[src/rtl/tree_postorder_index_generator_defines.svh]
// ----------------------------------------------------------------------------
// tree postorder index generator assertion macros
// shared property forms for the walker checks
// ----------------------------------------------------------------------------
`ifndef TREE_POSTORDER_INDEX_GENERATOR_DEFINES_SVH
`define TREE_POSTORDER_INDEX_GENERATOR_DEFINES_SVH

// same-cycle implication, sampled on clk, off during rst
`define TPIG_ASSERT_IMP(lbl, ante, cons, msg) \
  lbl: assert property (@(posedge clk) disable iff (rst) (ante) |-> (cons)) else $error(msg);

// next-cycle implication, sampled on clk, off during rst
`define TPIG_ASSERT_NXT(lbl, ante, cons, msg) \
  lbl: assert property (@(posedge clk) disable iff (rst) (ante) |=> (cons)) else $error(msg);

`endif

[src/rtl/tpig_pkg.sv]
// ----------------------------------------------------------------------------
// tpig_pkg
// shared constants and result type of the postorder index generator
// ----------------------------------------------------------------------------
`timescale 1ns / 1ps

package tpig_pkg;

  localparam int MAX_LEVELS_DEF = 16;
  localparam int OUT_W          = 16;
  localparam int CFG_W          = 5;
  localparam int LEVELS_RST     = 4;
  localparam int LEVELS_MIN     = 2;

  typedef struct packed {
    logic [OUT_W-1:0] post_position;
    logic [OUT_W-1:0] level_position;
    logic [OUT_W-1:0] parent_position;
    logic             is_root;
    logic             last;
  } rslt_t;

endpackage

[src/rtl/tpig_cmd_if.sv]
// ----------------------------------------------------------------------------
// tpig_cmd_if
// input item channel: valid/ready with the restart flag
// ----------------------------------------------------------------------------
`timescale 1ns / 1ps

interface tpig_cmd_if;
  logic valid;
  logic ready;
  logic restart;

  modport source (output valid, output restart, input ready);
  modport sink (input valid, input restart, output ready);
endinterface

[src/rtl/tpig_rsp_if.sv]
// ----------------------------------------------------------------------------
// tpig_rsp_if
// result item channel: valid/ready with node positions and flags
// ----------------------------------------------------------------------------
`timescale 1ns / 1ps

interface tpig_rsp_if;
  logic                        valid;
  logic                        ready;
  logic [tpig_pkg::OUT_W-1:0]  post_position;
  logic [tpig_pkg::OUT_W-1:0]  level_position;
  logic [tpig_pkg::OUT_W-1:0]  parent_position;
  logic                        is_root;
  logic                        last;

  modport source (output valid, output post_position, output level_position,
                  output parent_position, output is_root, output last, input ready);
  modport sink (input valid, input post_position, input level_position,
                input parent_position, input is_root, input last, output ready);
endinterface

[src/rtl/tpig_walk.sv]
// ----------------------------------------------------------------------------
// tpig_walk
// traversal state (counter, level, per-level side bits and offsets) and
// the single-step node computation
// ----------------------------------------------------------------------------
`timescale 1ns / 1ps

`include "tree_postorder_index_generator_defines.svh"

module tpig_walk #(
  parameter int MAX_LEVELS = tpig_pkg::MAX_LEVELS_DEF
) (
  input  logic                               clk,
  input  logic                               rst,
  input  logic                               clear,
  input  logic                               step,
  input  logic                               restart,
  input  logic [$clog2(MAX_LEVELS+1)-1:0]    levels,
  output tpig_pkg::rslt_t                    rslt
);
  import tpig_pkg::*;

  localparam int NW    = MAX_LEVELS;
  localparam int LVL_W = $clog2(MAX_LEVELS);
  localparam int LEN_W = $clog2(MAX_LEVELS + 1);

  logic [NW-1:0]    node_counter;
  logic [LVL_W-1:0] current_level;
  logic             side_bits [MAX_LEVELS];
  logic [NW-1:0]    level_offset [MAX_LEVELS];

  logic [LVL_W-1:0] j_eff;
  logic [NW-1:0]    k_eff;
  logic             right;
  logic [NW-1:0]    off;
  logic             root;
  logic [LEN_W-1:0] j_ext;
  logic [NW:0]      pow_l;
  logic [NW:0]      pow_lj;
  logic [NW:0]      start_j;
  logic [NW:0]      root_pos;
  logic [NW-1:0]    pow_j1;
  logic [NW-1:0]    lpos;
  logic [NW-1:0]    parent;

  // restart behaves as if the state had just been reloaded
  assign j_eff = restart ? '0 : current_level;
  assign k_eff = restart ? '0 : node_counter;
  assign right = restart ? 1'b0 : side_bits[j_eff];
  assign off   = restart ? '0 : level_offset[j_eff];
  assign j_ext = LEN_W'(j_eff);
  assign root  = (j_ext >= (levels - LEN_W'(1)));

  // level j starts at 2^l - 2^(l-j) in level order
  assign pow_l    = (NW+1)'(1) << levels;
  assign pow_lj   = (NW+1)'(1) << (levels - j_ext);
  assign start_j  = pow_l - pow_lj;
  assign root_pos = pow_l - (NW+1)'(2);
  assign pow_j1   = NW'(1) << (j_ext + LEN_W'(1));

  assign lpos   = root ? root_pos[NW-1:0] : (start_j[NW-1:0] + off);
  assign parent = root ? '0 : (right ? (k_eff + NW'(1)) : (k_eff + pow_j1));

  always_comb begin
    rslt.post_position   = OUT_W'(k_eff);
    rslt.level_position  = OUT_W'(lpos);
    rslt.parent_position = OUT_W'(parent);
    rslt.is_root         = root;
    rslt.last            = root;
  end

  always_ff @(posedge clk) begin
    if (rst || clear || (step && root)) begin
      node_counter  <= '0;
      current_level <= '0;
      for (int i = 0; i < MAX_LEVELS; i++) begin
        side_bits[i]    <= 1'b0;
        level_offset[i] <= '0;
      end
    end else if (step) begin
      // the stepped level takes its update, restart clears all the others
      for (int i = 0; i < MAX_LEVELS; i++) begin
        if (LVL_W'(i) == j_eff) begin
          side_bits[i]    <= ~right;
          level_offset[i] <= off + NW'(1);
        end else if (restart) begin
          side_bits[i]    <= 1'b0;
          level_offset[i] <= '0;
        end
      end
      node_counter        <= k_eff + NW'(1);
      current_level       <= right ? (j_eff + LVL_W'(1)) : '0;
    end
  end

  `TPIG_ASSERT_NXT(a_root_wraps, step && root && !clear, (node_counter == '0) && (current_level == '0), "walk did not wrap after root")
  `TPIG_ASSERT_NXT(a_count_up, step && !root && !clear, node_counter == ($past(k_eff) + NW'(1)), "node counter did not advance")
  `TPIG_ASSERT_IMP(a_level_range, 1'b1, LEN_W'(current_level) < levels, "current level beyond root")

endmodule

[src/rtl/tree_postorder_index_generator.sv]
// ----------------------------------------------------------------------------
// tree_postorder_index_generator
// post-order walk of a complete binary tree, one node per item
// ----------------------------------------------------------------------------
// Each accepted item (restart flag) yields one result item: the next node of a
// post-order walk over a complete binary tree of 2^levels-1 nodes, with its
// post-order position, level-order index (leaves first), parent position and
// root/last flags. One item is taken per cycle while the result side does not
// stall; an item passes through an input register and an output register to
// its result, and the per-level side bits and offsets, updated as each item
// advances, set that rate. Writing levels (clamped to 2..MAX_LEVELS) restarts
// the walk from the first leaf; after the root the walk wraps by itself.
`timescale 1ns / 1ps

module tree_postorder_index_generator #(
  parameter int MAX_LEVELS = tpig_pkg::MAX_LEVELS_DEF
) (
  input  logic                        clk,
  input  logic                        rst,
  input  logic                        cfg_wr_en,
  input  logic [tpig_pkg::CFG_W-1:0]  cfg_wr_data,
  tpig_cmd_if.sink                    cmd,
  tpig_rsp_if.source                  rsp
);
  import tpig_pkg::*;

  localparam int LEN_W = $clog2(MAX_LEVELS + 1);

  logic [LEN_W-1:0] levels;
  logic             s1_valid;
  logic             s1_restart;
  logic             out_valid;
  rslt_t            out_data;
  rslt_t            rslt;
  logic             out_free;
  logic             advance;

  function automatic logic [LEN_W-1:0] clamp_levels(input logic [CFG_W-1:0] v);
    logic [LEN_W-1:0] r;
    if (int'(v) < LEVELS_MIN) r = LEN_W'(LEVELS_MIN);
    else if (int'(v) > MAX_LEVELS) r = LEN_W'(MAX_LEVELS);
    else r = LEN_W'(v);
    return r;
  endfunction

  always_ff @(posedge clk) begin
    if (rst) begin
      levels <= clamp_levels(CFG_W'(LEVELS_RST));
    end else if (cfg_wr_en) begin
      levels <= clamp_levels(cfg_wr_data);
    end
  end

  assign out_free  = !out_valid || rsp.ready;
  assign advance   = s1_valid && out_free;
  assign cmd.ready = !s1_valid || out_free;

  always_ff @(posedge clk) begin
    if (rst) begin
      s1_valid <= 1'b0;
    end else if (cmd.valid && cmd.ready) begin
      s1_valid <= 1'b1;
    end else if (advance) begin
      s1_valid <= 1'b0;
    end
  end

  always_ff @(posedge clk) begin
    if (cmd.valid && cmd.ready) begin
      s1_restart <= cmd.restart;
    end
  end

  tpig_walk #(
    .MAX_LEVELS (MAX_LEVELS)
  ) u_walk (
    .clk     (clk),
    .rst     (rst),
    .clear   (cfg_wr_en),
    .step    (advance),
    .restart (s1_restart),
    .levels  (levels),
    .rslt    (rslt)
  );

  always_ff @(posedge clk) begin
    if (rst) begin
      out_valid <= 1'b0;
    end else if (advance) begin
      out_valid <= 1'b1;
    end else if (rsp.ready) begin
      out_valid <= 1'b0;
    end
  end

  always_ff @(posedge clk) begin
    if (advance) begin
      out_data <= rslt;
    end
  end

  assign rsp.valid           = out_valid;
  assign rsp.post_position   = out_data.post_position;
  assign rsp.level_position  = out_data.level_position;
  assign rsp.parent_position = out_data.parent_position;
  assign rsp.is_root         = out_data.is_root;
  assign rsp.last            = out_data.last;

endmodule

[src/flat_wrapper.sv]
// flat-port wrapper written by rule: the top's interface ports become plain ports
module tree_postorder_index_generator_flat import tpig_pkg::*;
#(
  parameter int MAX_LEVELS = tpig_pkg::MAX_LEVELS_DEF
)
  (clk, rst, cfg_wr_en, cfg_wr_data, cmd_valid, cmd_restart, cmd_ready, rsp_valid, rsp_post_position, rsp_level_position, rsp_parent_position, rsp_is_root, rsp_last, rsp_ready);
  tpig_cmd_if cmd_i ();
  tpig_rsp_if rsp_i ();
  input  logic clk;
  input  logic rst;
  input  logic cfg_wr_en;
  input  logic [tpig_pkg::CFG_W-1:0] cfg_wr_data;
  input wire logic [$bits(cmd_i.valid)-1:0] cmd_valid;
  input wire logic [$bits(cmd_i.restart)-1:0] cmd_restart;
  output wire logic [$bits(cmd_i.ready)-1:0] cmd_ready;
  output wire logic [$bits(rsp_i.valid)-1:0] rsp_valid;
  output wire logic [$bits(rsp_i.post_position)-1:0] rsp_post_position;
  output wire logic [$bits(rsp_i.level_position)-1:0] rsp_level_position;
  output wire logic [$bits(rsp_i.parent_position)-1:0] rsp_parent_position;
  output wire logic [$bits(rsp_i.is_root)-1:0] rsp_is_root;
  output wire logic [$bits(rsp_i.last)-1:0] rsp_last;
  input wire logic [$bits(rsp_i.ready)-1:0] rsp_ready;
  assign cmd_i.valid = cmd_valid;
  assign cmd_i.restart = cmd_restart;
  assign cmd_ready = cmd_i.ready;
  assign rsp_valid = rsp_i.valid;
  assign rsp_post_position = rsp_i.post_position;
  assign rsp_level_position = rsp_i.level_position;
  assign rsp_parent_position = rsp_i.parent_position;
  assign rsp_is_root = rsp_i.is_root;
  assign rsp_last = rsp_i.last;
  assign rsp_i.ready = rsp_ready;
  tree_postorder_index_generator #(.MAX_LEVELS(MAX_LEVELS)) u_core (.clk(clk), .rst(rst), .cfg_wr_en(cfg_wr_en), .cfg_wr_data(cfg_wr_data), .cmd(cmd_i), .rsp(rsp_i));
endmodule
[config.mk]
export PLATFORM = sky130hd
export DESIGN_NAME = tree_postorder_index_generator_flat
export DESIGN_NICKNAME = d
export VERILOG_FILES = /design/src/rtl/tpig_pkg.sv /design/src/rtl/tpig_cmd_if.sv /design/src/rtl/tpig_rsp_if.sv /design/src/rtl/tpig_walk.sv /design/src/rtl/tree_postorder_index_generator.sv /design/src/flat_wrapper.sv
export VERILOG_INCLUDE_DIRS = /design/src /design/src/rtl
export SDC_FILE = /design/constraint.sdc
export NUM_CORES = 1
export LEC_CHECK = 0
export ABC_AREA = 1
export ABC_CLOCK_PERIOD_IN_PS = 6180
export BUFFER_PORTS_ARGS = -buffer_cell sky130_fd_sc_hd__buf_4
export CAP_MARGIN = 10
export CORE_ASPECT_RATIO = 0.9
export CORE_MARGIN = 2
export CORE_UTILIZATION = 38
export CTS_CLUSTER_DIAMETER = 60
export DETAILED_ROUTE_END_ITERATION = 7
export GPL_TIMING_DRIVEN = 1
export PLACE_DENSITY_LB_ADDON = 0.08
export RECOVER_POWER = 50
export SETUP_SLACK_MARGIN = 0.3
export SYNTH_ARGS = -nofsm -noshare
export SYNTH_HDL_FRONTEND = slang
export SYNTH_SLANG_ARGS = --single-unit
[constraint.sdc]
create_clock -name clk -period 6.18 [get_ports clk]
set_input_delay 0.618 -clock clk [delete_from_list [all_inputs] [get_ports clk]]
set_output_delay 0.618 -clock clk [all_outputs]
set_load 0.05 [all_outputs]
==> results of run 1 <==
-- critical path: stages (launching register included) --
cell	delay, ns
dfxtp_1	0.72
inv_4	0.16
nor2_1	0.20
inv_1	0.11
buf_4	0.26
nor2_1	0.60
buf_4	0.31
nand2_1	0.07
nand3_1	0.12
nor2_4	0.09
fa_1	0.45
ha_1	0.36
a21o_1	0.19
a21oi_1	0.29
o21ai_0	0.27
a21oi_1	0.25
o21ai_0	0.12
or2_2	0.29
nand3_1	0.07
nand2_1	0.07
-- final timing paths --
path	depth (start not counted)	to
worst max-delay path	19	u_core.rsp.level_position[11]
worst min-delay path	1	u_core.s1_restart
worst max register to register	19	u_core.rsp.level_position[11]
worst min register to register	2	u_core.u_walk.node_counter[4]
-- Yosys cell counts (18+ instances only) --
library cell	n
nand3_1	289
nor3_1	25
buf_4	31
o21ai_0	60
a21oi_1	118
nand2_1	490
inv_1	213
nor2_1	286
clkbuf_1	27
dfxtp_1	27
nor2_2	18
edfxtp_1	322
buf_2	28
xor2_1	31
inv_2	18
ha_1	56
-- sequential cells by signal (all words and copies together) (netlist names) --
register	flops
u_core.u_walk.level_offset	256
u_core.rsp.level_position	16
u_core.rsp.parent_position	16
u_core.u_walk.node_counter	16
u_core.s1_restart	1
u_core.u_walk.current_level	4
u_core.levels	5
u_core.rsp.is_root	1
u_core.rsp.valid	1
u_core.u_walk.side_bits	16
u_core.s1_valid	1
u_core.rsp.post_position	16
-- area by class of cell --
| cell class | instances | share of cell area |
|---|---|---|
| tap | 680 | 0.0396 |
| inverter | 234 | 0.0413 |
| clock inverter | 21 | 0.00979 |
| clock buffer | 53 | 0.0518 |
| multi-input combinational | 1492 | 0.355 |
| sequential | 349 | 0.476 |
| timing repair buffer | 101 | 0.0263 |
-- what timing repair did --
item,4_1_cts,5_1_grt
setup buffers,0,2
hold endpoints to repair,0,0
setup endpoints to repair,0,1
-- cells by family (layout without fill, tap and decap cells) --
family | after synthesis | in the layout
simple gates | 1153 | 1153
flops | 349 | 349
buf+inv | 333 | 409
compound gates | 219 | 219
fa+ha+maj | 73 | 73
xor+xnor | 47 | 47
-- power breakdown --
group,total (mW),switching [mW],internal [mW]
Sequential,2.76,0.0378,2.72
Clock,2.39,1.05,1.34
Combinational,0.611,0.452,0.159
Total,5.76,1.54,4.21
-- per-layer routing --
| metal | vias up | wire length, µm | GRT usage |
|---|---|---|---|
| met5 | - | 0 | 0 |
| met4 | 0 | 1630 | 0.0772 |
| met3 | 92 | 3210 | 0.0354 |
| met2 | 415 | 26600 | 0.354 |
| met1 | 7413 | 28300 | 0.327 |
| li1 | 7326 | - | - |
-- stage by stage --
step	instances	utilization
3_3_place_gp	2854	0.406
4_1_cts	2928	0.432
2_1_floorplan	2174	-
6_report	2930	0.427
3_5_place_dp	2854	0.406
5_1_grt	2930	0.427
-- placed cells by master (no fill, tap or decap), types with 9 or more instances in the layout --
| cell type | netlist | routed |
|---|---|---|
| nand2_1 | 490 | 491 |
| edfxtp_1 | 322 | 322 |
| nand3_1 | 289 | 290 |
| nor2_1 | 286 | 289 |
| inv_1 | 213 | 217 |
| a21oi_1 | 118 | 117 |
| clkbuf_1 | 27 | 67 |
| ha_1 | 56 | 56 |
| o21ai_0 | 60 | 54 |
| clkbuf_16 | 0 | 42 |
| buf_4 | 31 | 41 |
| xor2_1 | 31 | 31 |
| dfxtp_1 | 27 | 26 |
| nor3_1 | 25 | 25 |
| nor2_2 | 18 | 17 |
| fa_1 | 17 | 17 |
| xnor2_1 | 16 | 16 |
| inv_2 | 18 | 15 |
| nand4_1 | 12 | 12 |
| a211oi_1 | 9 | 9 |
==> results.py, run 1 <==
metrics = {
    "outcome": {
        "status": "finished, violations left",
        "violations": "capacitance limit, slew limit",
    },
    "global_routing": {
        "grtUsageTotal": 0.229,
        "grt_antenna_before_repair": 0,
        "grt_pass1_wl_um": 91600,
        "overflow": 0,
        "grt_max_degree": 64,
        "grt_pass1_vias": 14800,
    },
    "yosys": {
        "ys_seq_area_frac": 0.529,
        "yosysTopAreaCellShare": 0.501,
        "synthCells": 2174,
        "syn-cell-area_mm2": 0.0193,
        "ys_types": 47,
        "synthFlopType": "edfxtp_1",
        "async_flop_share": 0,
        "synth_edf_count": 322,
        "yosysWarnings": 0,
        "synthTopCellsByArea": "edfxtp_1 50%, nand2_1 9.5%, nand3_1 7.5%, nor2_1 5.6%, inv_1 4.1%",
        "synth.area.mux_share": 0,
        "avgSynthCellArea_um2": 8.88,
        "synth_compound_area_frac": 0.0621,
        "yosys.area_share.simple": 0.257,
        "synth_fp_nets": 2258,
        "synth_top_cell_by_area": "edfxtp_1",
        "yosys_register_bits": 349,
        "synth_adder_area_share": 0.0539,
        "synth_top_family_by_area": "simple AND/OR/NAND/NOR gates",
        "synth_xor_xnor_area_share": 0.0213,
    },
    "clock_network": {
        "hold_buffers": 0,
        "cts_tree": "done",
        "numCtsBuffers": 42,
        "cts_buffer_depth": 3,
        "clkLatencyLatePin_ns": 0.60,
        "htree_levels": 2,
        "clk_pin_slew_ns": 0.06,
        "root_buffer": "clkbuf_16",
        "clock_sinks": 349,
        "cts_resized": 0,
    },
    "critical_path": {
        "worstSetupPathType": "register to register",
        "timing.rr.start": "u_core.u_walk.current_level[2]",
        "cp.arrival_ns": 5.62,
        "worstSetupStartpoint": "u_core.u_walk.current_level[2]",
        "critical_path_required_ns": 6.52,
        "end_kind": "register",
        "critPathLaunchType": "register",
        "crit_fanout": 15,
        "rrSetupSlack_ns": 0.90,
    },
    "placement": {
        "io_buffers": 62,
        "place_area_mm2": 0.0204,
        "dp_slack_ns": 0.693,
        "gp_congestion": 0.860,
        "hpwlAfterDp_um": 39800,
    },
    "routing": {
        "num_vias": 15200,
        "drtPass1Iterations": 5,
        "routed_via_density": 5.20,
        "drtAntennaViolNets": 0,
        "wirelength_um": 59800,
        "routed_wire_length_per_instance_um": 20.4,
        "drc_errors": 0,
        "drtIter0Drc": 1405,
    },
    "floorplanning": {
        "die_area_mm2": 0.0526,
        "rows": 78,
        "die_w_um": 242,
        "fp.dieH_um": 218,
        "core_area_mm2": 0.0503,
        "start_util": 0.384,
        "num_io_pins": 63,
    },
    "timing": {
        "hold_viol": 0,
        "setup_slack_ns": 0.897,
        "tns_ns": 0,
        "period_needed_ns": 5.28,
        "finClkSkew_ns": 0.0267,
        "hold_ws_ns": 0.239,
        "max_freq_mhz": 189,
        "slew_headroom": -0.267,
        "rsz0062_at_grt": "false",
        "tightest_slew_ns": 1.90,
        "setup_viol": 0,
        "drv_slew": 74,
        "period_share": 0.855,
    },
    "power": {
        "fin_total_pwr_mw": 5.76,
        "ir_drop_v": 0.000243,
        "power_leakage_nw": 8.98,
        "power_density_mw_per_mm2": 268,
    },
    "final_layout": {
        "drive_gt1_frac": 0.0751,
        "nFillCells": 5077,
        "area_delta_synth_final_pct": 11.1,
        "fin_nets": 2304,
        "multi_input_area_mm2": 0.00763,
        "regArea_mm2": 0.0102,
        "postLayoutCellArea_mm2": 0.0215,
        "num_antenna_cells": 0,
    },
    "worst_hold_path": {
        "worstHoldStart": "cmd_restart",
        "hp-class": "primary input to register",
    },
    "flow_run": {
        "maxCapViolCount": 2,
    },
}
Power figures use the tool's default switching activity.
==> inputs of run 2 (changes only) <==
- CELL_PAD_IN_SITES_DETAIL_PLACEMENT: not set -> 1
- CELL_PAD_IN_SITES_GLOBAL_PLACEMENT: not set -> 1
==> results.py, run 2 (synthesis gave the netlist of run 1 again) <==
metrics = {
    "outcome": {
        "status": "finished, violations left",
        "violations": "capacitance limit, slew limit",
    },
    "floorplanning": {
        "die_w_um": 242,
        "core_area_mm2": 0.0503,
        "start_util": 0.384,
        "fp.dieH_um": 218,
        "die_area_mm2": 0.0526,
        "rows": 78,
        "num_io_pins": 63,
    },
    "critical_path": {
        "worstSetupPathType": "register to register",
        "end_kind": "register",
        "critPathLaunchType": "register",
        "cp.arrival_ns": 5.95,
        "critical_path_required_ns": 6.52,
        "crit_fanout": 15,
    },
    "routing": {
        "drtIter0Drc": 968,
        "num_vias": 15600,
        "drtAntennaViolNets": 0,
        "drtPass1Iterations": 5,
        "drc_errors": 0,
        "wirelength_um": 64900,
        "routed_via_density": 5.33,
        "routed_wire_length_per_instance_um": 22.1,
    },
    "global_routing": {
        "grt_max_degree": 83,
        "overflow": 0,
        "grt_pass1_wl_um": 99500,
        "grt_antenna_before_repair": 1,
        "grt_pass1_vias": 16200,
        "grtUsageTotal": 0.248,
    },
    "clock_network": {
        "clk_pin_slew_ns": 0.06,
        "cts_tree": "done",
        "htree_levels": 2,
        "root_buffer": "clkbuf_16",
        "clock_sinks": 349,
        "cts_resized": 0,
        "hold_buffers": 0,
        "numCtsBuffers": 43,
        "cts_setup_buffers": 0,
        "cts_buffer_depth": 3,
        "clkLatencyLatePin_ns": 0.60,
    },
    "timing": {
        "tightest_slew_ns": 3.26,
        "drv_slew": 122,
        "setup_slack_ns": 0.573,
        "finClkSkew_ns": 0.0311,
        "period_share": 0.907,
        "tns_ns": 0,
        "period_needed_ns": 5.61,
        "hold_viol": 0,
        "max_freq_mhz": 178,
        "rsz0062_at_grt": "false",
        "slew_headroom": -1.17,
        "setup_viol": 0,
    },
    "final_layout": {
        "drive_gt1_frac": 0.0702,
        "final_common_cell": "nand2_1",
        "fin_nets": 2304,
        "mostFrequentLayoutCells": "493 x nand2_1, 322 x edfxtp_1, 291 x nor2_1",
        "area_delta_synth_final_pct": 11.5,
        "postLayoutCellArea_mm2": 0.0215,
        "regMostFlops": "u_core.u_walk.level_offset",
        "num_antenna_cells": 0,
        "largest_reg_flops": 256,
    },
    "flow_run": {
        "maxCapViolCount": 4,
    },
    "placement": {
        "hpwlAfterDp_um": 43700,
        "gp_congestion": 0.873,
        "dp_slack_ns": 0.754,
        "io_buffers": 62,
        "place_area_mm2": 0.0204,
    },
    "power": {
        "fin_total_pwr_mw": 5.97,
        "power_density_mw_per_mm2": 277,
        "power_leakage_nw": 9.03,
        "ir_drop_v": 0.000190,
    },
    "worst_hold_path": {
        "hp-class": "primary input to register",
    },
}
-- run 2: cell types whose count changed in the layout (fill, tap and decap cells not counted), sizes merged --
cell	delta
buf	-8
clkbuf	+7
bufinv	+4
clkinv	-1
-- run 2: worst max-delay path, stage by stage (launching register included) --
cell	delay, ns
edfxtp_1	0.97
inv_6	0.19
nand2_1	0.47
ha_1	0.33
nand2_1	0.05
o21ai_0	0.14
xnor2_1	0.43
inv_1	0.16
nor3_1	0.31
fa_1	0.44
inv_1	0.07
ha_1	0.26
nand2_1	0.07
inv_1	0.04
a21oi_1	0.17
buf_4	0.16
o21ai_0	0.24
a21oi_1	0.30
o21ai_0	0.13
or2_2	0.29
nand3_1	0.06
nand2_1	0.07
-- run 2: cell type report --
class	count	area, µm²
Multi-Input combinational cell	1492	7610
Sequential cell	349	10200
Inverter	234	886
Tap cell	680	851
Timing Repair Buffer	100	561
Clock inverter	24	287
Fill cell	5883	28700
Clock buffer	53	1140
-- run 2: per-layer routing --
metal | up-vias | routed length [µm] | GRT usage
met5 | - | 11 | 0
li1 | 7336 | - | -
met3 | 100 | 2930 | 0.0342
met4 | 2 | 1600 | 0.0698
met1 | 7841 | 30500 | 0.341
met2 | 348 | 29800 | 0.411
-- run 2: worst paths after layout --
| kind | startpoint | end | slack (ns) | cells after the start |
|---|---|---|---|---|
| max | u_core.s1_restart | u_core.rsp.level_position[11] | 0.57 | 21 |
| min | cmd_restart | u_core.s1_restart | 0.25 | 1 |
| max reg2reg | u_core.s1_restart | u_core.rsp.level_position[11] | 0.57 | 21 |
| min reg2reg | u_core.u_walk.node_counter[4] | u_core.u_walk.node_counter[4] | 0.46 | 2 |
-- run 2: power by group --
group	internal (mW)	switching [mW]
combinational	0.159	0.461
sequential	2.72	0.0417
clock	1.53	1.06
total	4.41	1.56
-- run 2: through the flow --
stage	util	instances	hold WS [ns]
floorplan	-	2174	0.441
global placement	0.406	2855	0.452
detailed placement	0.406	2855	0.455
CTS	0.435	2932	0.193
global route	0.429	2932	0.223
finish	0.429	2932	0.246
